===== config.mk =====
export PLATFORM = sky130hd
export DESIGN_NAME = pfh_ram
export DESIGN_NICKNAME = d
export VERILOG_FILES = /design/src/hw/rtl/pfh_ram.sv
export SDC_FILE = /design/constraint.sdc
export NUM_CORES = 2
export LEC_CHECK = 0
export BUFFER_PORTS_ARGS = -buffer_cell sky130_fd_sc_hd__buf_2
export CAP_MARGIN = 20
export CORE_ASPECT_RATIO = 0.7
export CORE_MARGIN = 1
export CORE_UTILIZATION = 30
export CTS_CLUSTER_DIAMETER = 150
export DETAILED_ROUTE_END_ITERATION = 7
export MAX_ROUTING_LAYER = met4
export SLEW_MARGIN = 40
export SYNTH_ARGS = -nofsm -noshare
export SYNTH_HDL_FRONTEND = slang
export SYNTH_SLANG_ARGS = --single-unit

===== constraint.sdc =====
create_clock -name clock -period 4.07 [get_ports clock]
set_input_delay 0.6105 -clock clock [delete_from_list [all_inputs] [get_ports clock]]
set_output_delay 0.6105 -clock clock [all_outputs]
set_load 0.005 [all_outputs]

===== src/hw/rtl/pfh_ram.sv =====
// Generic single-write, single-read RAM with registered read data.
// No package dependency.
module pfh_ram #(
   parameter int WIDTH = 32,
   parameter int DEPTH = 64
) (
   input  logic                     clock,
   input  logic                     we,
   input  logic [$clog2(DEPTH)-1:0] waddr,
   input  logic [WIDTH-1:0]         wdata,
   input  logic [$clog2(DEPTH)-1:0] raddr,
   output logic [WIDTH-1:0]         rdata
);

   logic [WIDTH-1:0] mem_ff [DEPTH];
   logic [WIDTH-1:0] rdata_ff;

   always_ff @(posedge clock) begin
      if (we) begin
         mem_ff[waddr] <= wdata;
      end
      rdata_ff <= mem_ff[raddr];
   end

   assign rdata = rdata_ff;

endmodule


# Word-level counts from Yosys, hierarchy flattened
# Memory sizes are Yosys's and may differ from the RTL's. A register that Yosys moved wholly into a read port is not among the register bits.
# Index checks and enable logic that the tools add are counted.
[word_totals]
ram_bits = 2048
regBits = 0
word_cells = 3
inputBits = 46
output_inout_bits = 32
n_memories = 1
[memory_table]
columns = ["memory", "words", "word_bits", "rd", "rd_ports_with_merged_regs", "wr", "line", "rtl"]
rows = [
  ["mem_ff", 64, 32, 1, 1, 1, "15", "logic [WIDTH-1:0] mem_ff [DEPTH];"],
]
[op_classes]
muxes = 2
[op_table]
columns = ["op", "count"]
rows = [
  ["1-bit two-way mux", 2],
]

# Depth between registers and ports, before layout
[logic_depth]
depth_word = 2
mapped_depth = 10
mapped_depth_nobuf = 5

# Worst setup path after synthesis
# Ideal clock, no wire load.
[synth_path]
kind = "input to register"
start = "input waddr[3]"
end = "memory mem_ff[48][0] (enable)"
setup_time_ns = 0.461
required_time_ns = 3.609
cell_stages = 4
path_slack_ns = 0.300
path_buffers = 1
arrival_ns = 3.309
path_cell_list = "clkbuf_1 nor2b_1 nand4b_1 nor3_1"
[synth_rtl]
columns = ["item", "line", "rtl"]
rows = [
  ["start: declaration", "9", "input logic [$clog2(DEPTH)-1:0] waddr,"],
  ["end: declaration", "15", ""],
]
# Straight into the memory's write port.

==> run_results.csv <==
group,metric,value,unit
place,gp_congestion,0.801,
critical_path,required,4750,ps
place,place_hpwl,124000,um
detailed_routing,routed-wl-met3,21600,um
critical_path,critPathBufInv,2,
detailed_routing,wl,216000,um
detailed_routing,met2_length,98600,um
critical_path,cpMaxStageDelayCell,"mux4_2",
synthesis,synth-compound-area-share,1.67,%
detailed_routing,m1WireLength,92200,um
clock_tree,clk_latency,860,ps
synthesis,synthCells,3324,
clock_tree,cts_repair_resize_count,0,
detailed_routing,viasPerCell,5.17,
synthesis,synth_mux_area_share,16.8,%
die,ioPinCount,78,
detailed_routing,drtIter0Drc,5396,
critical_path,start_kind,"input port",
critical_path,critPathTopFamily,"multiplexers",
layout,drive_above_1_share,31.9,%
place,dp_slack,332,ps
status,violations,"DRC",
global_routing,grt_max_degree,65,
die,rows,156,
timing,period_share,69.2,%
timing,period_needed,2810,ps
synthesis,netlist_area,78500,sq um
synthesis,synth_fa_ha_area_share,0,%
power,peakVddDrop,325,uV
critical_path,critical_path.max_stage_delay,590,ps
clock_tree,cts_buffer_depth,4,
die,die_h,430,um
synthesis,synth.avg_cell_area,23.6,sq um
clock_tree,clk_pin_slew,70,ps
die,die_w,613,um
timing,rsz0062_at_grt,"no",
synthesis,synth.area.top_cells,"edfxtp_1 (78%), mux4_2 (16%), mux2i_1 (1.2%)",
critical_path,crit_fanout,33,
critical_path,crit_top_cell,"mux4_2",
clock_tree,postCtsHoldBufs,0,
synthesis,yosys_warnings,0,
worst_hold_path,hold_class,"in2reg",
clock_tree,cts_root_buf,"clkbuf_16",
layout,nets,3709,
synthesis,ys_ff_latch,2080,
power,power.total,43.9,mW
die,dieArea,264000,sq um
synthesis,mappedNetlistNets,3370,
power,p_leak,28.1,nW
detailed_routing,wl_per_cell,29.6,um
synthesis,ys_types,34,
clock_tree,clkSinkCount,2080,
global_routing,grt_pass1_wl,300000,um
detailed_routing,dr.pass1.iters,7,
status,status,"finished, violations left",
clock_tree,cts_max_level,4,
die,core,259000,sq um
synthesis,synth_area_leader_cell,"edfxtp_1",
detailed_routing,top_layer,"met4",
timing,clock_skew,97.6,ps
synthesis,synth_xor_area_share,0,%
power,power.density,481,nW/um^2
critical_path,critPathKind,"in2reg",
layout,fill_cells,23700,
timing,setup-tns-final,0,ps
synthesis,synth_top_area_share,78.3,%
timing,setup_violations,0,
critical_path,cp.arrival,3490,ps
clock_tree,cts_buffers,194,
synthesis,synth-seq-area-share,79.1,%
timing,fin_ws,1260,ps
timing,tightest_slew,884,ps
global_routing,gr-total-overflow,0,
global_routing,grt.total_usage,16.7,%
synthesis,synth_top_family_by_area,"multiplexers",
flow_run,maxCapViolations,0,
clock_tree,cts_tree,"yes",
synthesis,yosys.area_share.simple,1.27,%
detailed_routing,drtAntennaViolNets,0,
layout,area_growth,16.4,%
critical_path,crit_chain,"buf_8, buf_4, mux4_2, mux4_2, o22ai_1, nor2_1",
timing,fmax,355,MHz
global_routing,grt_pass1_vias,37100,
detailed_routing,route.detailed.drc,16,
place,port_buffers,77,
critical_path,cp-end-kind,"register",
die,start_util,30.3,%
timing,hold_viol,0,
detailed_routing,vias,37800,
timing,maxSlewHeadroom,41.0,%
timing,finalMaxSlewViolations,0,
clock_tree,post_cts_buffers,0,
global_routing,antenna_found_initial,30,
## layer usage
metal | up-vias | track usage [%]
met3 | 280 | 3.66
met5 | - | -
li1 | 15000 | -
met1 | 20700 | 24.1
met4 | 0 | 2.75
met2 | 1822 | 24.4
## cell usage in the layout, fill, tap and decap left out, types with 27 or more instances in the layout
| cell type | instances |
|---|---|
| a21oi_1 | 60 |
| buf_12 | 37 |
| buf_2 | 59 |
| buf_4 | 224 |
| clkbuf_1 | 45 |
| clkbuf_16 | 197 |
| clkinv_1 | 36 |
| clkinv_2 | 36 |
| dfxtp_1 | 32 |
| edfxtp_1 | 2048 |
| mux2i_1 | 93 |
| mux4_2 | 544 |
| nor2_1 | 75 |
| nor2_4 | 62 |
| o221ai_1 | 27 |
| o22ai_1 | 81 |
## worst register-to-register path: cells and delay by family (launching register included)
| kind | cells | cell delay (ps) |
|---|---|---|
| multiplexers | 2 | 1080 |
| AO/OA/AOI/OAI | 1 | 600 |
| AND/OR/NAND/NOR | 1 | 250 |
| flip-flops | 1 | 370 |
## cells by family after synthesis
group	after synthesis
compound gates	202
flops	2080
buf+inv	182
mux	637
simple gates	223
## path summary, 6_finish.rpt
check                 start        endpoint  slack (ps)  depth (start not counted)
min               wdata[25]  mem_ff[45][25]          80                          1
min reg2reg  mem_ff[12][17]       rdata[17]         780                          4
max                raddr[0]        rdata[3]        1260                          6
max reg2reg   mem_ff[35][3]        rdata[3]        1590                          4
## synthesized netlist by cell type
library cell / count
nand4_1: 2
nand3_1: 5
nor3_1: 7
and2_1: 2
or3b_1: 2
nand2b_1: 8
mux2i_1: 93
a41o_1: 4
buf_4: 25
mux4_2: 544
clkbuf_1: 74
a21oi_1: 62
nand2_1: 26
edfxtp_1: 2048
or2_1: 1
buf_2: 57
a22oi_1: 12
buf_6: 5
nor2b_1: 15
nand3b_1: 5
nand4b_1: 1
dfxtp_1: 32
a31oi_1: 1
nor2_1: 137
a311oi_1: 8
buf_1: 21
or2_2: 1
o32ai_1: 4
or3_1: 3
and3_1: 4
o221ai_1: 27
o22ai_1: 84
or2_0: 1
or3b_2: 3
## per-stage QoR
step                hold slack, ps  utilization (%)  cells  cell area, sq um
finish                        76.7             35.3   7297             91400
global route                  63.7             35.3   7295             91400
CTS                           25.4             35.2   7287             91300
detailed placement             773             32.9   6941             85200
global placement               701             32.9   6941             85200
floorplan                      663                -   3324             78500
## registers in the layout, indices dropped and copies added, names as in the netlist
signal and count:
rdata 32, mem_ff 2048
## cell type report
| type | count | area, sq um | area share [%] |
|---|---|---|---|
| diodes | 8 | 20.0 | 0.0219 |
| repair buffers | 325 | 2790 | 3.05 |
| well taps | 3476 | 4350 | 4.76 |
| multi-input cells | 1062 | 16000 | 17.5 |
| clock buffers | 243 | 5110 | 5.59 |
| clock inverters | 103 | 957 | 1.05 |
| flip-flops and latches | 2080 | 62100 | 68.0 |
## power by group
group / total [mW] / internal (mW) / switching (mW)
Combinational: 2.35 / 0.889 / 1.46
Clock: 17.8 / 9.92 / 7.85
Sequential: 23.8 / 23.7 / 0.0925
Total: 43.9 / 34.5 / 9.40
No activity file was read; power rests on OpenSTA's default activity.
