**config.mk**
```make
export PLATFORM = sky130hd
export DESIGN_NAME = pfh_mac
export DESIGN_NICKNAME = d
export VERILOG_FILES = /design/src/hw/rtl/pfh_pkg.sv /design/src/hw/rtl/pfh_mac.sv
export SDC_FILE = /design/constraint.sdc
export NUM_CORES = 2
export LEC_CHECK = 0
export ABC_AREA = 1
export BUFFER_PORTS_ARGS = -buffer_cell sky130_fd_sc_hd__buf_2
export CORE_MARGIN = 4
export CORE_UTILIZATION = 50
export DETAILED_ROUTE_END_ITERATION = 16
export PLACE_DENSITY_LB_ADDON = 0.12
export REMOVE_ABC_BUFFERS = 1
export SLEW_MARGIN = 20
export SYNTH_ARGS = -nofsm -noshare
export SYNTH_HDL_FRONTEND = slang
export SYNTH_SLANG_ARGS = --single-unit
```
**constraint.sdc**
```tcl
create_clock -name clock -period 7.06 [get_ports clock]
set_input_delay 0.706 -clock clock [delete_from_list [all_inputs] [get_ports clock]]
set_output_delay 0.706 -clock clock [all_outputs]
set_load 0.02 [all_outputs]
```
**src/hw/rtl/pfh_pkg.sv**
```systemverilog
// Shared constants, payload types and state codes for the polygon footprint height block.
// No dependencies; every other file in hw/rtl except pfh_ram imports this package.
package pfh_pkg;

   localparam int MAX_VERTICES = 64;
   localparam int IDX_W        = $clog2(MAX_VERTICES);
   localparam int CNT_W        = $clog2(MAX_VERTICES + 1);

   localparam int COORD_W   = 32;
   localparam int MUL_W     = COORD_W + 1;
   localparam int PROD_W    = 2 * MUL_W;
   localparam int DET_W     = PROD_W + 1;
   localparam int ACC_W     = 80;
   localparam int FRAC_W    = 16;
   localparam int DIV_NUM_W = 84;
   localparam int DIV_DEN_W = DET_W;
   localparam int DIV_CNT_W = $clog2(DIV_NUM_W + 1);
   localparam int WT_W      = 43;
   localparam int WT_HI_W   = WT_W - COORD_W;
   localparam int STEP_W    = 3;

   localparam int WEIGHT_LIMIT_LOG2 = 40;
   localparam logic [DIV_NUM_W-1:0] WEIGHT_LIMIT = DIV_NUM_W'(1) << WEIGHT_LIMIT_LOG2;
   localparam logic [ACC_W-1:0] DET_MIN = ACC_W'(43);
   localparam logic signed [WT_W-1:0] MIN_WEIGHT = WT_W'(-7);
   localparam logic signed [WT_W-1:0] WEIGHT_ONE = WT_W'(65536);
   localparam logic signed [ACC_W-1:0] ROUND_HALF = ACC_W'(32768);

   localparam logic [1:0] OP_CLEAR  = 2'd0;
   localparam logic [1:0] OP_APPEND = 2'd1;
   localparam logic [1:0] OP_QUERY  = 2'd2;
   localparam logic [1:0] OP_UNUSED = 2'd3;

   localparam logic [1:0] SRC_NONE = 2'd0;
   localparam logic [1:0] SRC_FAN  = 2'd1;
   localparam logic [1:0] SRC_MEAN = 2'd2;

   localparam logic [STEP_W-1:0] PAIR_LAST_STEP = STEP_W'(1);
   localparam logic [STEP_W-1:0] HGT_LAST_STEP  = STEP_W'(5);

   typedef struct packed {
      logic [1:0]                operation;
      logic signed [COORD_W-1:0] coord_x;
      logic signed [COORD_W-1:0] coord_y;
      logic signed [COORD_W-1:0] coord_z;
   } req_type;

   typedef struct packed {
      logic                      inside_res;
      logic [1:0]                height_source;
      logic signed [COORD_W-1:0] base_height;
      logic                      store_full;
   } rsp_type;

   typedef struct packed {
      logic signed [COORD_W-1:0] x;
      logic signed [COORD_W-1:0] y;
      logic signed [COORD_W-1:0] z;
   } vertex_type;

   typedef enum logic [1:0] {MAC_NONE, MAC_LOAD, MAC_ADD, MAC_SUB} mac_op_type;

   typedef struct packed {
      mac_op_type op;
      logic       hi;
   } mac_ctl_type;

   typedef enum logic [2:0] {PROG_CROSS, PROG_DET, PROG_UNUM, PROG_VNUM, PROG_HGT} mul_prog_type;

   typedef enum logic [4:0] {
      ST_IDLE, ST_C_LDB, ST_C_LDA, ST_C_TEST, ST_C_DEC, ST_C_NEXT,
      ST_MUL, ST_MWAIT,
      ST_F_LD0, ST_F_LD1, ST_F_LDC, ST_F_DETCHK, ST_F_UDIV, ST_F_UWAIT,
      ST_F_VDIV, ST_F_VWAIT, ST_F_WCHK, ST_F_HFIN, ST_F_NEXT,
      ST_M_RD, ST_M_ACC, ST_M_SUMW, ST_M_DIV, ST_M_WAIT
   } state_type;

   function automatic logic signed [MUL_W-1:0] sub33(input logic signed [COORD_W-1:0] a,
                                                     input logic signed [COORD_W-1:0] b);
      logic signed [MUL_W-1:0] ea;
      logic signed [MUL_W-1:0] eb;
      ea = {a[COORD_W-1], a};
      eb = {b[COORD_W-1], b};
      return ea - eb;
   endfunction

endpackage

```
**src/hw/rtl/pfh_mac.sv**
```systemverilog
// Shared signed multiplier with registered product and an accumulator behind it.
// Depends on pfh_pkg for widths and the accumulate control struct.
module pfh_mac (
   input  logic                             clock,
   input  logic                             reset,
   input  logic signed [pfh_pkg::MUL_W-1:0] op_a,
   input  logic signed [pfh_pkg::MUL_W-1:0] op_b,
   input  pfh_pkg::mac_ctl_type             ctl,
   output logic signed [pfh_pkg::ACC_W-1:0] acc
);
   import pfh_pkg::*;

   logic signed [PROD_W-1:0] prod_ff;
   mac_ctl_type              ctl_ff;
   logic signed [ACC_W-1:0]  acc_ff, acc_in;
   logic signed [ACC_W-1:0]  ext;
   logic signed [ACC_W-1:0]  term;

   assign ext  = ACC_W'(prod_ff);
   assign term = ctl_ff.hi ? (ext <<< COORD_W) : ext;

   always_comb begin
      case (ctl_ff.op)
         MAC_LOAD: acc_in = term;
         MAC_ADD:  acc_in = acc_ff + term;
         MAC_SUB:  acc_in = acc_ff - term;
         default:  acc_in = acc_ff;
      endcase
   end

   always_ff @(posedge clock) begin
      if (reset) begin
         ctl_ff <= '{op: MAC_NONE, hi: 1'b0};
      end else begin
         ctl_ff <= ctl;
      end
      prod_ff <= op_a * op_b;
      acc_ff  <= acc_in;
   end

   assign acc = acc_ff;

endmodule
```
# Yosys cells after proc, flatten, opt, wreduce, memory -nomap -nowiden
# Index checks and enable logic that the tools add are counted.
# totals
ff_bits	149
in_bits	71
output_inout_bits	80
elab_cells	13
# op_classes
n_addsub	2
n_mul	1
n_eq_ne	3
muxes	2
n_reduce_logical	1
# op_table
operator	count
$pmux W80 S3	1
$add A80 B80 Y80	1
$mux W80	1
$sub A80 B80 Y80	1
$mul A33 B33 Y66	1
$eq A2 B2 Y1 const B	2
$reduce_bool A3 Y1	1
$eq A2 B1 Y1 const B	1

# Depth between registers and ports, before layout
# depth
depth_word	3
mapped_depth	34
mapped_depth_nobuf	32

# Least setup slack after synthesis
# No wires, ideal clock.
# synth_path
path_kind	input to register
startpoint	in op_a[32] (netlist name)
endpoint	reg prod_ff[54]
setup_time_ns	0.113
arrival_ns	7.549
required_ns	6.947
path_slack_ns	-0.602
cell_stages	25
n_path_buf	2
path_cell_list	clkbuf_1 > clkbuf_1 > nand2_1 > inv_1 > fa_1 > fa_1 > fa_1 > fa_1 > inv_1 > fa_1 > fa_1 > fa_1 > fa_1 > inv_1 > ha_1 > nand2_1 > nor2_1 > inv_1 > nor2_1 > inv_1 > nor2_1 > inv_1 > or2_2 > nand4_1 > nand2_1
# synth_via
elab_chain_len	1
# synth_lines
element	line_no	source
start: declaration	pfh_mac.sv:6	input logic signed [pfh_pkg::MUL_W-1:0] op_a,
$mul A33 B33 Y66	pfh_mac.sv:37	prod_ff <= op_a * op_b;
end signal: assignment	pfh_mac.sv:37	
end: declaration	pfh_mac.sv:13	logic signed [PROD_W-1:0] prod_ff;
# No other way between the ends.
# A chain may end at the register's enable or synchronous reset.

# Final worst setup path
# layout_path
startpoint	in op_a[32] (netlist name)
endpoint	reg prod_ff[62]
# Same word-level chain as after synthesis.

==> insert_results.sql <==
INSERT INTO impl_metrics (metric_group, metric, value, unit) VALUES
('sta', 'slew_viol_final', '0', ''),
('synthesis', 'synth.lib_cells_used.distinct', '47', ''),
('placement', 'post-place-ws', '-0.941', 'ns'),
('synthesis', 'synth-main-ff-cell', 'edfxtp_1', ''),
('die', 'die_area', '119000', 'um2'),
('placement', 'port_buffers', '150', ''),
('synthesis', 'synth-async-reset-ratio', '0', '%'),
('global_routing', 'grt_overflow', '0', ''),
('clock_tree', 'post_cts_hold_buffer_count', '0', ''),
('finish', 'final_layout_size_suffix_gt1_share', '12.5', '%'),
('route', 'route.antenna.remaining_nets', '0', ''),
('synthesis', 'postSynthAreaPerCell', '7.15', 'um2'),
('route', 'vias', '50969', ''),
('sta', 'period_share', '98.6', '%'),
('route', 'wl', '206', 'mm'),
('placement', 'placement.cell_area', '63200', 'um2'),
('finish', 'fillCellCount', '10935', ''),
('sta', 'max_transition_margin', '21.3', '%'),
('synthesis', 'summed_instance_area_of_the_synthesized_netlist', '56700', 'um2'),
('route', 'wl_per_cell', '20.8', 'um'),
('finish', 'final_design_area_no_fill', '64900', 'um2'),
('sta', 'finalHoldViolCount', '0', ''),
('sta', 'tightestPinTransition', '1.18', 'ns'),
('synthesis', 'synth_seq_area_share', '6.68', '%'),
('setup_path', 'setup.worst_path.end_class', 'flip-flop', ''),
('clock_tree', 'clock_tree.buffer_depth', '2', ''),
('die', 'initial_core_util', '50.4', '%'),
('finish', 'area_growth', '14.5', '%'),
('global_routing', 'first_global_vias', '52614', ''),
('route', 'detailed_route_vias_per_instance', '5.15', ''),
('die', 'floorplan.io_pins', '151', ''),
('route', 'drt-pass1-iter-count', '6', ''),
('sta', 'min_period', '6.96', 'ns'),
('route', 'drt-initial-drc-count', '3926', ''),
('setup_path', 'critPathMaxFanout', '7', ''),
('sta', 'fin_skew', '0.0122', 'ns'),
('sta', 'final_critical_path_setup_slack', '0.0968', 'ns'),
('clock_tree', 'cts_inserted_buffers', '17', ''),
('clock_tree', 'clock_tree.root_cell', 'clkbuf_16', ''),
('clock_tree', 'clock_pin_slew_on_the_worst_setup_and_hold_paths', '0.07', 'ns'),
('sta', 'setup_violations', '0', ''),
('min_path', 'min-delay-path-class', 'in2reg', ''),
('sta', 'fmaxAchievable', '144', 'MHz'),
('finish', 'fin_nets', '9902', ''),
('route', 'total_drc_errors_in_the_routed_layout', '0', ''),
('die', 'floorplan.core_area', '112000', 'um2'),
('die', 'chipHeight', '345', 'um'),
('sta', 'unrepaired_setup_endpoints_after_global_routing', 'yes', ''),
('clock_tree', 'tritoncts', 'built', ''),
('synthesis', 'synth_edf_count', '80', ''),
('global_routing', 'grt_start_max_net_pins', '82', ''),
('placement', 'post-dp-hpwl', '184', 'mm'),
('synthesis', 'syn_inst', '7926', ''),
('synthesis', 'yosys.area.top_type_share', '40.5', '%'),
('global_routing', 'grt_antenna_before_repair', '2', ''),
('synthesis', 'ys_top_cells_by_area', 'fa_1 (40%), nand2_1 (15%), inv_1 (15%)', ''),
('outcome', 'outcome', 'completed', ''),
('synthesis', 'synth.ff_latch_count', '149', ''),
('placement', 'place.gp.congestion', '1.05', ''),
('flow_run', 'max-cap-violations', '0', ''),
('setup_path', 'crit_arrival', '7.42', 'ns'),
('global_routing', 'global_routing_usage_summed_across_all_routing_layers', '35.3', '%'),
('synthesis', 'yosysWarnings', '0', ''),
('die', 'placementRows', '123', ''),
('clock_tree', 'htreeDepth', '4', ''),
('setup_path', 'worst-endpoint-required', '7.51', 'ns'),
('clock_tree', 'clk-insertion-delay-late', '0.50', 'ns'),
('setup_path', 'setup.worst_path.start_class', 'input pin', ''),
('synthesis', 'post-synth-top-area-cell', 'fa_1', ''),
('die', 'die_w', '345', 'um'),
('clock_tree', 'clock_sink_count', '149', ''),
('global_routing', 'grt_first_pass_wirelength', '314', 'mm'),
('setup_path', 'crit_type', 'in2reg', '');
==> sequential cells by signal, indices dropped and copies added, names as in the netlist <==
register	flops
prod_ff	66
acc	80
ctl_ff	3
==> synthesized netlist by cell type, types with 2 or more instances <==
cell and count:
nand2_1 2290, ha_1 297, and2_1 5, buf_2 6, or2_2 35, xor2_1 106, xnor2_1 40, buf_6 8
nand3b_1 19, nand3_2 3, nor4_1 4, buf_4 4, nor2_1 469, clkbuf_1 283, nand2_2 18, nor2_4 5
inv_2 5, o21ai_0 192, and3_1 2, nand4_1 51, fa_1 1146, nand3_1 206, o21ai_1 22, nand2_4 5
dfxtp_1 69, edfxtp_1 80, buf_1 6, a21boi_0 8, o21bai_1 26, o21a_1 5, o21ai_2 5, a31oi_1 9
nor2_2 12, a21oi_1 203, a21o_1 14, o211ai_1 7, inv_1 2218, nor3_1 34
==> worst max-delay path: stages <==
cell	delay [ns]
buf_2	0.10
buf_12	0.16
buf_4	0.16
nand2_2	0.12
fa_1	0.53
fa_1	0.53
buf_4	0.17
inv_1	0.07
fa_1	0.53
buf_4	0.17
fa_1	0.44
fa_1	0.57
fa_2	0.44
fa_1	0.50
inv_1	0.05
fa_1	0.47
inv_1	0.06
ha_4	0.28
nand2_1	0.07
buf_4	0.13
nor2_2	0.16
inv_2	0.09
nor4_4	0.44
nand3_2	0.21
nand2_1	0.12
nand2_1	0.05
nand2_1	0.05
==> placed cells by master (no fill, tap or decap), types with 38 or more instances in the layout <==
cell,n
a21oi_1,185
buf_12,63
buf_2,121
buf_4,536
dfxtp_1,67
edfxtp_1,80
fa_1,1132
ha_1,269
inv_1,2204
nand2_1,2270
nand2_2,38
nand3_1,201
nand4_1,51
nor2_1,411
nor2_2,62
o21ai_0,177
xnor2_1,40
xor2_1,105
==> cell families (layout without fill, tap and decap cells) <==
group / Yosys count / count (layout) / share of synthesized area [%]
AOI/OAI and AO/OA: 495 / 495 / 4.71
xor gates and xnor gates: 146 / 146 / 2.26
adders and majority gates: 1443 / 1443 / 47.0
buffers and inverters: 2533 / 3008 / 17.0
DFF: 149 / 149 / 6.68
other: 0 / 1 / 0
and+or+nand+nor: 3160 / 3160 / 22.3
==> per-stage QoR <==
stage	TNS [ns]	hold WS, ns	util [%]	std cells
global route	-0.223	0.380	57.7	9901
finish	0	0.384	57.7	9902
floorplan	-0.609	0.572	-	7617
CTS	-0.00550	0.364	56.8	9888
detailed placement	-18.15	0.694	56.2	9856
global placement	-16.23	0.687	56.2	9856
==> routing by layer <==
metal | track usage [%] | wire (um)
met1 | 46.9 | 85100
met2 | 59.8 | 98500
met3 | 4.77 | 13900
met4 | 12.0 | 8520
met5 | 0 | 23
==> path summary, 6_finish.rpt <==
| kind | start | end | slack [ns] | cells past startpoint |
|---|---|---|---|---|
| worst max-delay path | op_a[32] | prod_ff[62]$_DFF_P_ | 0.1 | 27 |
| worst min-delay path | reset | ctl_ff[2]$_SDFF_PP0_ | 0.38 | 2 |
| worst max register to register | ctl_ff[0]$_SDFF_PP0_ | acc[78]$_DFFE_PP_ | 1.10 | 25 |
| worst min register to register | prod_ff[11]$_DFF_P_ | acc[11]$_DFFE_PP_ | 0.71 | 2 |
==> layout make-up <==
type | count | area [um2] | area share, %
sequential | 149 | 3790 | 5.84
inverter | 2224 | 8350 | 12.9
tap | 1500 | 1880 | 2.89
timing repair buffer | 752 | 6190 | 9.54
clock buffer | 18 | 429 | 0.661
multi-input combinational | 5244 | 44100 | 68.0
antenna | 1 | 2.50 | 0.00386
clock inverter | 14 | 146 | 0.226
==> timing repair <==
| item | 4_1_cts | 5_1_grt |
|---|---|---|
| hold endpoints to repair | 0 | 0 |
| cloned | 0 | 1 |
| resized for setup | 13 | 252 |
| endpoints found under the setup margin | 4 | 38 |
| buffers inserted | 0 | 12 |
| pin swaps | 0 | 61 |
Power is not shown: default switching activity piles up to over one toggle a cycle in this logic, so the estimate is an artifact.
