==> config.mk <==
export PLATFORM = sky130hd
export DESIGN_NAME = pfh_div
export DESIGN_NICKNAME = d
export VERILOG_FILES = /design/src/hw/rtl/pfh_pkg.sv /design/src/hw/rtl/pfh_div.sv
export SDC_FILE = /design/constraint.sdc
export NUM_CORES = 1
export LEC_CHECK = 0
export BUFFER_PORTS_ARGS = -buffer_cell sky130_fd_sc_hd__clkbuf_2
export CORE_MARGIN = 10
export CORE_UTILIZATION = 51
export DETAILED_ROUTE_END_ITERATION = 6
export PLACE_DENSITY = 0.79
export SYNTH_ARGS = -nofsm -noshare
export SYNTH_HDL_FRONTEND = slang
export SYNTH_SLANG_ARGS = --single-unit
==> constraint.sdc <==
create_clock -name clock -period 3.5 [get_ports clock]
set_input_delay 0.7 -clock clock [delete_from_list [all_inputs] [get_ports clock]]
set_output_delay 0.7 -clock clock [all_outputs]
set_load 0.02 [all_outputs]
==> src/hw/rtl/pfh_pkg.sv <==
// Shared constants, payload types and state codes for the polygon footprint height block.
// No dependencies; every other file in hw/rtl except pfh_ram imports this package.
package pfh_pkg;

   localparam int MAX_VERTICES = 64;
   localparam int IDX_W        = $clog2(MAX_VERTICES);
   localparam int CNT_W        = $clog2(MAX_VERTICES + 1);

   localparam int COORD_W   = 32;
   localparam int MUL_W     = COORD_W + 1;
   localparam int PROD_W    = 2 * MUL_W;
   localparam int DET_W     = PROD_W + 1;
   localparam int ACC_W     = 80;
   localparam int FRAC_W    = 16;
   localparam int DIV_NUM_W = 84;
   localparam int DIV_DEN_W = DET_W;
   localparam int DIV_CNT_W = $clog2(DIV_NUM_W + 1);
   localparam int WT_W      = 43;
   localparam int WT_HI_W   = WT_W - COORD_W;
   localparam int STEP_W    = 3;

   localparam int WEIGHT_LIMIT_LOG2 = 40;
   localparam logic [DIV_NUM_W-1:0] WEIGHT_LIMIT = DIV_NUM_W'(1) << WEIGHT_LIMIT_LOG2;
   localparam logic [ACC_W-1:0] DET_MIN = ACC_W'(43);
   localparam logic signed [WT_W-1:0] MIN_WEIGHT = WT_W'(-7);
   localparam logic signed [WT_W-1:0] WEIGHT_ONE = WT_W'(65536);
   localparam logic signed [ACC_W-1:0] ROUND_HALF = ACC_W'(32768);

   localparam logic [1:0] OP_CLEAR  = 2'd0;
   localparam logic [1:0] OP_APPEND = 2'd1;
   localparam logic [1:0] OP_QUERY  = 2'd2;
   localparam logic [1:0] OP_UNUSED = 2'd3;

   localparam logic [1:0] SRC_NONE = 2'd0;
   localparam logic [1:0] SRC_FAN  = 2'd1;
   localparam logic [1:0] SRC_MEAN = 2'd2;

   localparam logic [STEP_W-1:0] PAIR_LAST_STEP = STEP_W'(1);
   localparam logic [STEP_W-1:0] HGT_LAST_STEP  = STEP_W'(5);

   typedef struct packed {
      logic [1:0]                operation;
      logic signed [COORD_W-1:0] coord_x;
      logic signed [COORD_W-1:0] coord_y;
      logic signed [COORD_W-1:0] coord_z;
   } req_type;

   typedef struct packed {
      logic                      inside_res;
      logic [1:0]                height_source;
      logic signed [COORD_W-1:0] base_height;
      logic                      store_full;
   } rsp_type;

   typedef struct packed {
      logic signed [COORD_W-1:0] x;
      logic signed [COORD_W-1:0] y;
      logic signed [COORD_W-1:0] z;
   } vertex_type;

   typedef enum logic [1:0] {MAC_NONE, MAC_LOAD, MAC_ADD, MAC_SUB} mac_op_type;

   typedef struct packed {
      mac_op_type op;
      logic       hi;
   } mac_ctl_type;

   typedef enum logic [2:0] {PROG_CROSS, PROG_DET, PROG_UNUM, PROG_VNUM, PROG_HGT} mul_prog_type;

   typedef enum logic [4:0] {
      ST_IDLE, ST_C_LDB, ST_C_LDA, ST_C_TEST, ST_C_DEC, ST_C_NEXT,
      ST_MUL, ST_MWAIT,
      ST_F_LD0, ST_F_LD1, ST_F_LDC, ST_F_DETCHK, ST_F_UDIV, ST_F_UWAIT,
      ST_F_VDIV, ST_F_VWAIT, ST_F_WCHK, ST_F_HFIN, ST_F_NEXT,
      ST_M_RD, ST_M_ACC, ST_M_SUMW, ST_M_DIV, ST_M_WAIT
   } state_type;

   function automatic logic signed [MUL_W-1:0] sub33(input logic signed [COORD_W-1:0] a,
                                                     input logic signed [COORD_W-1:0] b);
      logic signed [MUL_W-1:0] ea;
      logic signed [MUL_W-1:0] eb;
      ea = {a[COORD_W-1], a};
      eb = {b[COORD_W-1], b};
      return ea - eb;
   endfunction

endpackage

==> src/hw/rtl/pfh_div.sv <==
// Restoring bit-serial unsigned divider, one quotient bit per cycle.
// Depends on pfh_pkg for operand widths.
module pfh_div (
   input  logic                          clock,
   input  logic                          reset,
   input  logic                          start,
   input  logic [pfh_pkg::DIV_NUM_W-1:0] num,
   input  logic [pfh_pkg::DIV_DEN_W-1:0] den,
   output logic                          busy,
   output logic                          done,
   output logic [pfh_pkg::DIV_NUM_W-1:0] quot,
   output logic                          rem_nz
);
   import pfh_pkg::*;

   logic [DIV_CNT_W-1:0] cnt_ff, cnt_in;
   logic                 done_ff, done_in;
   logic [DIV_NUM_W-1:0] nq_ff, nq_in;
   logic [DIV_DEN_W-1:0] rem_ff, rem_in;
   logic [DIV_DEN_W-1:0] den_ff, den_in;
   logic [DIV_DEN_W:0]   rem_sh;
   logic [DIV_DEN_W+1:0] diff;
   logic                 qbit;

   assign rem_sh = {rem_ff, nq_ff[DIV_NUM_W-1]};
   assign diff   = {1'b0, rem_sh} - {2'b00, den_ff};
   assign qbit   = ~diff[DIV_DEN_W+1];

   always_comb begin
      cnt_in  = cnt_ff;
      done_in = 1'b0;
      nq_in   = nq_ff;
      rem_in  = rem_ff;
      den_in  = den_ff;
      if (start) begin
         cnt_in = DIV_CNT_W'(DIV_NUM_W);
         nq_in  = num;
         rem_in = '0;
         den_in = den;
      end else if (cnt_ff != '0) begin
         // shift one numerator bit in, subtract when it fits
         nq_in   = {nq_ff[DIV_NUM_W-2:0], qbit};
         rem_in  = qbit ? diff[DIV_DEN_W-1:0] : rem_sh[DIV_DEN_W-1:0];
         cnt_in  = cnt_ff - 1'b1;
         done_in = (cnt_ff == DIV_CNT_W'(1));
      end
   end

   always_ff @(posedge clock) begin
      if (reset) begin
         cnt_ff  <= '0;
         done_ff <= 1'b0;
      end else begin
         cnt_ff  <= cnt_in;
         done_ff <= done_in;
      end
      nq_ff  <= nq_in;
      rem_ff <= rem_in;
      den_ff <= den_in;
   end

   assign busy   = (cnt_ff != '0);
   assign done   = done_ff;
   assign quot   = nq_ff;
   assign rem_nz = (rem_ff != '0);

endmodule

After elaboration in Yosys (flattened, before gate mapping)
Index checks and enable logic that the tools add are counted.

storage, ports and cells
  input bits = 154
  register bits = 226

operators by class
  bitwise logic cells = 2
  equal/unequal tests = 1
  reduce and logical (&&, ||, !) cells = 5
  multiplexer cells = 5
  add/subtract/negate cells = 2

operator list
  cell                                              count
  two-way mux 84 bit                                2
  subtractor 68 x 67 -> 69 bit                      1
  two-way mux 67 bit                                1
  nonzero test 67 bit                               1
  two-way mux 7 bit                                 2
  == test 7 x 1 -> 1 bit, second input constant     1
  nonzero test 7 bit                                1
  subtractor 7 x 1 -> 7 bit, second input constant  1
  OR reduction 3 bit                                1
  inverter 1 bit                                    2
  nonzero test 2 bit                                1
  OR reduction 2 bit                                1

Depth between registers and ports, before layout
Gate-level depths: netlist of the first run.

  depth in word-level cells = 4
  mapped depth = 16
  depth with buffers taken out = 14

Worst setup path before layout of the first run
Ideal clock, no wire load.

  path type = flip-flop to flip-flop
  start point = register cnt_ff[3]
  end point = register nq_ff[0], in the netlist quot[0], enable pin
  setup time = 0.823 ns
  setup slack = -0.243 ns
  path buffers = 1
  data arrival time = 2.920 ns
  cell stages (with the launch flop) = 6
  cells stage by stage = dfxtp_1 -> nor3_1 -> nand2_1 -> nor3_1 -> clkbuf_1 -> nand2_1

on the way
  word-level cells in the longest chain between the ends = 2

ends and longest elaborated chain
  item                                 RTL line       RTL
  start, declared                      pfh_div.sv:16  logic [DIV_CNT_W-1:0] cnt_ff, cnt_in;
  start signal, assigned               pfh_div.sv:54  cnt_ff <= cnt_in;
  nonzero test 7 bit                   pfh_div.sv:40  end else if (cnt_ff != '0) begin
  nonzero test 2 bit (no source line)  -
  end signal, assigned                 pfh_div.sv:57  nq_ff <= nq_in;
  end, declared                        pfh_div.sv:18  logic [DIV_NUM_W-1:0] nq_ff, nq_in;

No other way between the ends.
A chain may end at the register's enable or synchronous reset.

Final worst setup path of the first run
  start point = register den_ff[0]
  end point = register rem_ff[62]

on the way
  word-level cells in the longest chain between the ends = 2

ends and longest elaborated chain
  item                          RTL line       RTL
  start, declared               pfh_div.sv:20  logic [DIV_DEN_W-1:0] den_ff, den_in;
  start signal, assigned        pfh_div.sv:59  den_ff <= den_in;
  subtractor 68 x 67 -> 69 bit  pfh_div.sv:26  assign diff = {1'b0, rem_sh} - {2'b00, den_ff};
  two-way mux 67 bit            pfh_div.sv:43  rem_in = qbit ? diff[DIV_DEN_W-1:0] : rem_sh[DIV_DEN_W-1:0];
  end signal, assigned          pfh_div.sv:58  rem_ff <= rem_in;
  end, declared                 pfh_div.sv:19  logic [DIV_DEN_W-1:0] rem_ff, rem_in;

No other way between the ends.

==> run metrics, run 1 <==
status finished, final reports clean; period utilization 97.5%; CTS Buffer Depth 3; DRT Wirelength 37.8 mm; final hold violation count 0; Post-Place Cell Area 0.0151 mm²; share of the synthesized area in the top cell type 34.6%; CTS tree yes; slowest library cell on the worst path edfxtp_1; Crit path max-delay family compound AO/OA/AOI/OAI gates; xor/xnor cell area share of the yosys netlist 4.08%; critical path class register to register; crit start category register; IO buf count 240; leading area contributor after synthesis edfxtp_1; Post-Layout Inst Area 0.0161 mm²; largest cells by area after synthesis edfxtp_1, dfxtp_1, mux2_2, ha_1, nand2_1; ANT nets after route 0; htree depth 1; Die Wd 180 µm; max-cap violations 0; gpl congestion 0.934; final non-filler cell total 1,956; critical path data arrival time 3.88 ns; Crit path buffers/inverters 3; Initial Util 51.9%; Syn Inst Count 1,319; Mapped Nets 1,543; gr usage total 21.9%; register area share after synthesis 46.1%; Skew-Pair Late Insertion Delay 0.54 ns; Compound-Gate Fraction of Synth Area 17.4%; worst setup path start den_ff[0]; FFs w/ async S/R, synth 0%; vias in the first global route 11,436; worst stage delay on the critical path 0.38 ns; Slew Limit Fails 0; Ports 241; minimum clock period 3.41 ns; layout cells sized above 1 30.1%; placed cell count 1,906; via/cell ratio 5.80; most common cell after layout, fill and taps aside clkbuf_2; WL/cell 19.3 µm; die area 0.0325 mm²; largest net degree at the start of global routing 72; cts bufs inserted 26; critical path data required time 3.97 ns; Sum Neg Setup Slack 0 ns; final setup violation count 0; average size of a mapped cell 9.93 µm²; DR vias 11,349; most frequent cells in the layout clkbuf_2, nand2_1, edfxtp_1, nor2_1, a21oi_1; Detailed Route Iter0 Violations 799; Reg clk slew, reported paths 0.06 ns; Core Footprint 0.0253 mm²; P&R area growth vs syn 23.1%; Max Fanout on Critical Path 5; Synth Area in Adders 6.74%; largest family of logic cells by synthesized area compound AO/OA/AOI/OAI gates; number of synthesized flops with an enable pin 151; die span in y 180 µm; post-detail-place hpwl 28.5 mm; #FFs+latches synth 226; Top FF cell, synth edfxtp_1; Std-Cell Rows 58; drt pass-1 iters 5; worst r2r src den_ff[0]; clock root buffer master clkbuf_16; initial antenna violation count 1; synthesized area 0.0131 mm²; first-pass GRT wire length 59.9 mm; final core utilization 63.8%; static leakage 7.15 nW; CP endpoint kind register; power per standard cell area 829 mW/mm²; peak supply drop 0.470 mV; Slew HR 42.6%; antenna diode count 0; multiplexer share of the synthesized area 7.55%; Distinct cells, synth 70; DRC viols 0; Worst Skew 0.0160 ns; fill cell count 2,059; Sink Count 226; number of synthesis warnings 0; Post-Synth Simple-Gate Area 13.5%; FMAX 293 MHz; hold_ws 0.332 ns; min-delay src den[25]; fin nets 1,831; cells along the critical path ha_2, fa_2, nand2b_4, buf_6, a21o_1, a21oi_4, a211o_1, o21ai_4, o41ai_4, a211oi_2, buf_4, nor2_4, buf_6, nor2_1, o31a_1, a211oi_2; Hold Crit Class primary input to register; Worst-Margin Slew 0.861 ns; grt total ovfl 0
[timing repair]
action,CTS,global route
setup endpoints to repair,29,67
pin swaps,4,13
buffers inserted,0,3
hold buffers,0,0
gates resized for setup,5,27
[cell usage after synthesis, drive strengths merged, types with 2 or more instances]
| cell | instances |
|---|---|
| o21a | 13 |
| a31oi | 10 |
| and2 | 2 |
| a221oi | 2 |
| nand2b | 9 |
| mux2i | 2 |
| or2 | 4 |
| nor4 | 21 |
| a21oi | 104 |
| nand3b | 3 |
| inv | 83 |
| a211oi | 21 |
| o211ai | 18 |
| mux2 | 86 |
| nand4 | 18 |
| a211o | 3 |
| a21boi | 6 |
| nand3 | 18 |
| o2111ai | 2 |
| xnor2 | 41 |
| dfxtp | 75 |
| nor2 | 108 |
| a221o | 3 |
| clkbuf | 52 |
| a311oi | 45 |
| nor2b | 7 |
| nor3 | 15 |
| a21bo | 2 |
| and4 | 7 |
| nand2 | 155 |
| o31ai | 3 |
| edfxtp | 151 |
| a21o | 31 |
| o21ai | 39 |
| or3 | 7 |
| o41ai | 2 |
| a2111oi | 4 |
| ha | 69 |
| xor2 | 20 |
| o211a | 2 |
| buf | 18 |
| or4 | 2 |
| o21bai | 12 |
| and3 | 10 |
[cells by family after synthesis]
family / count (synthesis)
simple gates: 388
compound gates: 332
flops: 226
buf+inv: 154
mux: 88
fa+ha+maj: 70
xor+xnor: 61
[state kept, by name, summed over array words and instances (netlist names)]
| signal | count |
|---|---|
| cnt_ff | 7 |
| den_ff | 67 |
| done | 1 |
| quot | 84 |
| rem_ff | 67 |
[where the power goes]
| part | switching, W | leakage (nW) | internal, W |
|---|---|---|---|
| sequential | 0.000534 | 2.15 | 0.00350 |
| combinational | 0.00382 | 4.58 | 0.00283 |
| clock | 0.00109 | 0.418 | 0.00160 |
[worst paths after layout]
path	slack, ns	cells after the start	to
min reg2reg	0.50	2	rem_ff[45]
max	0.09	16	rem_ff[62]
max reg2reg	0.09	16	rem_ff[62]
min	0.33	1	den_ff[25]
[metrics by stage]
stage	worst slack [ns]	power, W
after floorplan	0.0172	0.00827
after global placement	0.0605	0.0103
after detailed placement	-0.0709	0.0104
after CTS	-0.00970	0.0132
after global routing	-0.0364	0.0142
final	0.0870	0.0134
[layer usage]
metal  track usage (%)  vias to the layer above  wire length, µm  part of all wire (%)
li1                  -                     5452                -                     -
met1              25.8                     5337            14900                    39
met2              37.6                      494            18300                    48
met3              6.85                       64             3640                   9.6
met4              5.97                        2              931                   2.5
met5                 0                        -               18                 0.048
[cell type report]
class | instances | area (µm²) | area share [%]
flip-flops and latches | 226 | 6040 | 37.4
multi-input cells | 939 | 6570 | 40.7
inverters | 84 | 315 | 1.96
repair buffers | 330 | 1950 | 12.1
well taps | 330 | 413 | 2.56
clock buffers | 36 | 729 | 4.52
clock inverters | 11 | 119 | 0.737
(Power assumes the default switching activity.)
==> run 2: changes to the inputs <==
--- a/config.mk
+++ b/config.mk
@@ -7,9 +7,9 @@
 export LEC_CHECK = 0
 export BUFFER_PORTS_ARGS = -buffer_cell sky130_fd_sc_hd__clkbuf_2
 export CORE_MARGIN = 10
-export CORE_UTILIZATION = 51
+export CORE_UTILIZATION = 55
 export DETAILED_ROUTE_END_ITERATION = 6
-export PLACE_DENSITY = 0.79
+export PLACE_DENSITY = 0.81
 export SYNTH_ARGS = -nofsm -noshare
 export SYNTH_HDL_FRONTEND = slang
 export SYNTH_SLANG_ARGS = --single-unit
==> constraint.sdc (replaced) <==
create_clock -name clock -period 4.18 [get_ports clock]
set_input_delay 0.836 -clock clock [delete_from_list [all_inputs] [get_ports clock]]
set_output_delay 0.836 -clock clock [all_outputs]
set_load 0.02 [all_outputs]
==> run 2 against run 1 <==
- sequential cell count is the same
- sequential power is 15% lower
- core utilization rose by 2.0 points
- clock skew grew 0.0053 ns
- maximum frequency shrank 13%
- critical path depth shrank 3
- critical endpoint is now rem_ff[30]
- largest cell class unchanged
==> run metrics, run 2 (synthesized netlist as in run 1, its figures left out) <==
layout cells sized above 1 25.7% (-4.4 points); vias in the first global route 10,917 (-4.5%); most frequent cells in the layout clkbuf_2, nand2_1, edfxtp_1, nor2_1, a21oi_1; Sink Count 226 (unchanged); grt total ovfl 0 (unchanged); Detailed Route Iter0 Violations 768 (-3.9%); first-pass GRT wire length 57.5 mm (-3.9%); Initial Util 55.8% (+3.9 points); final hold violation count 0 (unchanged); Worst R2R End rem_ff[30]; DR vias 10,944 (-3.6%); clock root buffer master clkbuf_16; placed cell count 1,821 (-4.5%); postcts setup bufs 0 (unchanged); net load switching power 0.00429 W (-21%); Reg2Reg Setup Slack 0.24 ns (+0.15 ns); Sum Neg Setup Slack 0 ns (unchanged); Clk pwr share 21.8% (+1.6 points); Worst-Margin Slew 0.743 ns (-0.118 ns); sw frac 40.7% (about the same); RSZ-0062 raised after global routing no; Slew Limit Fails 0 (unchanged); CP endpoint kind register; hold path depth 1 (unchanged); crit start category register; max FFs per register 84 (unchanged); htree depth 1 (unchanged); drt pass-1 iters 7 (+2); status finished, final reports clean; CTS tree yes; Reg clk slew, reported paths 0.07 ns (about the same); post-detail-place hpwl 26.8 mm (-6.0%); critical path class register to register; Max Fanout on Critical Path 19 (+14); Std-Cell Rows 56 (-3.4%); static leakage 6.77 nW (-5.3%); cts repair resizes 0 (-5); Core Footprint 0.0235 mm² (-7.1%); most common cell after layout, fill and taps aside clkbuf_2; max-cap violations 0 (unchanged); slowest library cell on the worst path o41ai_4; cts bufs inserted 24 (-7.7%); via/cell ratio 5.86 (+1.1%); DRC viols 0 (unchanged); FMAX 254 MHz (-13%); WL/cell 19.2 µm (-0.53%); period utilization 94.4% (-3.2 points); worst r2r src quot[83]; largest net degree at the start of global routing 109 (+51%); Slew HR 50.4% (+7.9 points); initial antenna violation count 2 (+1); min-delay src den[18]; Hold Crit Class primary input to register; die span in y 174 µm (-3.3%); cells along the critical path inv_1, ha_1, fa_1, nand2b_1, a21o_1, a21oi_4, a211o_1, o21ai_2, o41ai_4, a211oi_2, or2_2, or3_1, a311oi_1; gpl congestion 0.956 (+2.4%); IO buf count 240 (unchanged); Hold Path Sink den_ff[18]; cts hold-fix bufs 0 (unchanged); Reg power frac 32.6% (+2.4 points); Worst Skew 0.0212 ns (+0.00527 ns); fin nets 1,752 (-4.3%); gr usage total 22.9% (+1.0 points); die area 0.0304 mm² (-6.5%); DRT Wirelength 35.9 mm (-5.1%); peak supply drop 0.481 mV (+2.3%); Internal Power 0.00625 W (-21%); critical path data arrival time 4.38 ns (+0.50 ns); cell depth of the worst flop-to-flop path 13 (-3); ANT nets after route 0 (unchanged); minimum clock period 3.94 ns (+0.531 ns); final setup violation count 0 (unchanged); fill cell count 1,858 (-9.8%); power share of the combinational group 45.6% (-4.1 points); CTS Buffer Depth 3 (unchanged); Die Wd 174 µm (-3.3%); power per standard cell area 682 mW/mm² (-18%); final non-filler cell total 1,866 (-4.6%); critical path data required time 4.61 ns (+0.64 ns); P&R area growth vs syn 18.1%; Ports 241 (unchanged); Skew-Pair Late Insertion Delay 0.55 ns (about the same); worst stage delay on the critical path 0.52 ns (+0.14 ns)
[run 2: changes by cell type in the layout (fill, tap and decap cells not counted), sizes merged]
cell | previous run | this run
buf | 90 | 13
bufinv | 2 | 1
clkbuf | 276 | 278
clkinv | 9 | 5
diode | 0 | 1
[run 2: power groups by stage]
stage          logic (W)  registers, W  clock network, W
3_5_place_dp     0.00474       0.00346                 0
3_3_place_gp     0.00467       0.00345                 0
4_1_cts          0.00477       0.00343           0.00234
6_report         0.00481       0.00344           0.00230
5_1_grt          0.00533       0.00349           0.00242
2_1_floorplan    0.00347       0.00347                 0
[run 2: worst max path at each step]
stage / startpoint / endpoint / slack, ns / depth (start not counted)
floorplan: cnt_ff[3] / quot[0] / 0.44 / 5
detailed placement: quot[83] / rem_ff[30] / 0.30 / 13
global route: quot[83] / rem_ff[58] / 0.01 / 15
finish: quot[83] / rem_ff[30] / 0.24 / 13
global placement: quot[83] / rem_ff[58] / 0.45 / 15
CTS: quot[83] / rem_ff[30] / 0.27 / 13
[run 2: cell type report]
type | instances | area (µm²) | area share, %
Tap cell | 319 | 399 | 2.58
Clock inverter | 6 | 81.3 | 0.526
Timing Repair Buffer | 253 | 1360 | 8.78
Multi-Input combinational cell | 939 | 6470 | 41.9
Antenna cell | 1 | 2.50 | 0.0162
Clock buffer | 38 | 801 | 5.18
Inverter | 84 | 315 | 2.04
Sequential cell | 226 | 6040 | 39.0
[run 2: stage by stage]
stage	total power, W	utilization [%]	setup WS, ns	area (µm²)	hold slack [ns]
after floorplan	0.00693	-	0.437	13100	0.462
after CTS	0.0105	65.9	0.266	15500	0.443
final	0.0105	65.9	0.236	15500	0.463
after global placement	0.00812	62.1	0.447	14600	0.496
after global routing	0.0112	65.9	0.0135	15500	0.446
after detailed placement	0.00820	62.1	0.305	14600	0.506
[run 2: layer usage]
layer | track usage (%) | part of all wire, % | vias up
met1 | 26.4 | 38 | 5137
met2 | 39.7 | 49 | 445
li1 | - | - | 5272
met3 | 7.11 | 9.5 | 88
met4 | 7.13 | 3.3 | 2
met5 | 0 | 0.033 | -
[run 2: critical path: cells and delay by family (launching register included)]
| kind | cells | cell delay, ns |
|---|---|---|
| AO/OA/AOI/OAI | 7 | 1.68 |
| flip-flops | 1 | 0.37 |
| adder cells (fa/ha/maj) | 2 | 0.61 |
| buffers and inverters | 1 | 0.06 |
| AND/OR/NAND/NOR | 3 | 1.13 |
==> run 3: changes to the inputs <==
--- a/config.mk
+++ b/config.mk
@@ -7,9 +7,9 @@
 export LEC_CHECK = 0
 export BUFFER_PORTS_ARGS = -buffer_cell sky130_fd_sc_hd__clkbuf_2
 export CORE_MARGIN = 10
-export CORE_UTILIZATION = 55
+export CORE_UTILIZATION = 51
 export DETAILED_ROUTE_END_ITERATION = 6
-export PLACE_DENSITY = 0.81
+export PLACE_DENSITY = 0.79
 export SYNTH_ARGS = -nofsm -noshare
 export SYNTH_HDL_FRONTEND = slang
 export SYNTH_SLANG_ARGS = --single-unit
==> constraint.sdc (replaced) <==
create_clock -name clock -period 3.2 [get_ports clock]
set_input_delay 0.64 -clock clock [delete_from_list [all_inputs] [get_ports clock]]
set_output_delay 0.64 -clock clock [all_outputs]
set_load 0.02 [all_outputs]
==> run 3 against run 2 <==
- the flow now finishes with violations (setup timing)
- register-to-register slack lost 0.41 ns
- combinational power grew 87%
- critical path depth grew 2
- sequential power grew 26%
- final cell count grew 10%
- total power grew 56%
- die area grew 6.9%
- sequential share of layout area shrank 4.3 points
- hold slack lost 0.20 ns
- wire length grew 16%
- maximum frequency grew 17%
==> run metrics, run 3 (synthesized netlist as in run 1, its figures left out) <==
IO buf count 240 (unchanged); drt pass-1 iters 7 (unchanged); Worst-Margin Slew 0.903 ns (+0.160 ns); Std-Cell Rows 58 (+3.6%); cells along the critical path ha_4, fa_2, nand2b_4, a21o_1, a21oi_4, a211o_1, o21ai_4, o41ai_4, a211oi_2, buf_4, nor2_4, buf_4, buf_4, nor3_1, a2111oi_0; grt total ovfl 0 (unchanged); RSZ-0062 raised after global routing yes; DR vias 11,899 (+8.7%); layout cells sized above 1 37.4% (+12 points); final worst slack -0.172 ns (-0.408 ns); gr usage total 23.6% (+0.73 points); CTS tree yes; WL/cell 20.2 µm (+4.9%); final setup violation count 52 (+52); cell mode on critical path buf_4; gpl congestion 0.944 (-1.3%); Worst Skew 0.0164 ns (-0.00488 ns); minimum clock period 3.37 ns (-0.572 ns); clock root buffer master clkbuf_16; critical path class register to register; slowest library cell on the worst path edfxtp_1; DRT Wirelength 41.6 mm (+16%); Crit path max-delay family compound AO/OA/AOI/OAI gates; Sum Neg Setup Slack -4.35 ns (-4.35 ns); fin nets 1,935 (+10%); Initial Util 51.9% (-3.9 points); die span in y 180 µm (+3.4%); most frequent cells in the layout clkbuf_2, buf_4, edfxtp_1, nand2_1, nor2_1; via/cell ratio 5.78 (-1.5%); period utilization 105% (+11 points); vias in the first global route 11,968 (+9.6%); ANT nets after route 0 (unchanged); max-cap violations 0 (unchanged); htree depth 1 (unchanged); DRC viols 0 (unchanged); cts bufs inserted 26 (+8.3%); power per standard cell area 945 mW/mm² (+39%); Sink Count 226 (unchanged); Detailed Route Iter0 Violations 1,005 (+31%); crit start category register; CP endpoint kind register; status finished with violations; critical path data arrival time 3.79 ns (-0.59 ns); Reg clk slew, reported paths 0.07 ns (about the same); failing checks setup timing; critical path data required time 3.62 ns (-0.99 ns); max FFs per register 84 (unchanged); largest net degree at the start of global routing 104 (-4.6%); most common cell after layout, fill and taps aside clkbuf_2; FMAX 297 MHz (+17%); Slew Limit Fails 0 (unchanged); final hold violation count 0 (unchanged); Max Fanout on Critical Path 5 (-14); Die Wd 180 µm (+3.4%); fill cell count 1,914 (+3.0%); Crit path buffers/inverters 3 (+2); first-pass GRT wire length 63.6 mm (+11%); Slew HR 39.8% (-11 points); die area 0.0325 mm² (+6.9%); worst slack, placed -0.215 ns (-0.519 ns); cts hold-fix bufs 0 (unchanged); initial antenna violation count 0 (-2); CTS Buffer Depth 3 (unchanged); worst stage delay on the critical path 0.42 ns (-0.10 ns); Hold Crit Class primary input to register; Ports 241 (unchanged); P&R area growth vs syn 32.8%; antenna diode count 0 (-1); static leakage 7.80 nW (+15%); post-detail-place hpwl 30.1 mm (+12%); Skew-Pair Late Insertion Delay 0.55 ns (about the same); peak supply drop 0.531 mV (+10%); Core Footprint 0.0253 mm² (+7.6%)
[run 3: what timing repair did]
| item | in CTS | in global routing |
|---|---|---|
| buffers inserted | 10 | 13 |
| cloned | 1 | 5 |
| pin swaps | 50 | 33 |
| setup endpoints to repair | 64 | 69 |
| gates resized for setup | 39 | 62 |
| hold endpoints to repair | 0 | 0 |
[run 3: worst register-to-register path, cell delays in order, from the launching register on]
cell and delay, ns:
edfxtp_1 0.42, ha_4 0.19, fa_2 0.36, nand2b_4 0.17, a21o_1 0.22, a21oi_4 0.18
a211o_1 0.21, o21ai_4 0.10, o41ai_4 0.27, a211oi_2 0.13, buf_4 0.16, nor2_4 0.17
buf_4 0.17, buf_4 0.13, nor3_1 0.05, a2111oi_0 0.33
[run 3: final timing paths]
check / start / endpoint / slack [ns] / cells past startpoint
max: den_ff[0] / rem_ff[66] / -0.17 / 15
min: den[30] / den_ff[30] / 0.26 / 1
min reg2reg: rem_ff[45] / rem_ff[45] / 0.50 / 2
max reg2reg: den_ff[0] / rem_ff[66] / -0.17 / 15
[run 3: per-layer routing]
metal | track usage (%) | part of all wire, % | up-vias
met5 | 0 | 0 | -
met4 | 8.99 | 4.2 | 0
met1 | 27.6 | 39 | 5645
met3 | 6.75 | 9.2 | 103
met2 | 40.3 | 48 | 509
li1 | - | - | 5642
[run 3: through the flow]
step                std cells  instance area (µm²)  hold slack, ns  util (%)  power (W)
finish                   2060                17400           0.260      68.9     0.0164
global route             2060                17400           0.251      68.9     0.0174
CTS                      2043                17000           0.251      67.2     0.0156
detailed placement       1987                15800           0.488      62.6     0.0121
global placement         1987                15800           0.478      62.6     0.0119
floorplan                1319                13100           0.462         -    0.00911
[run 3: layout make-up]
type	instances	area (µm²)	area share (%)
multi-input cells	939	6860	39.4
flip-flops and latches	226	6040	34.7
repair buffers	434	2870	16.5
clock buffers	32	714	4.11
well taps	330	413	2.37
inverters	84	315	1.81
clock inverters	15	184	1.06
[run 3: power by group]
| part | leakage, nW | switching (W) | internal [W] | total, W |
|---|---|---|---|---|
| logic | 5.21 | 0.00488 | 0.00412 | 0.00900 |
| registers | 2.15 | 0.000520 | 0.00383 | 0.00435 |
| clock network | 0.437 | 0.00126 | 0.00184 | 0.00310 |
| total | 7.80 | 0.00666 | 0.00978 | 0.0164 |
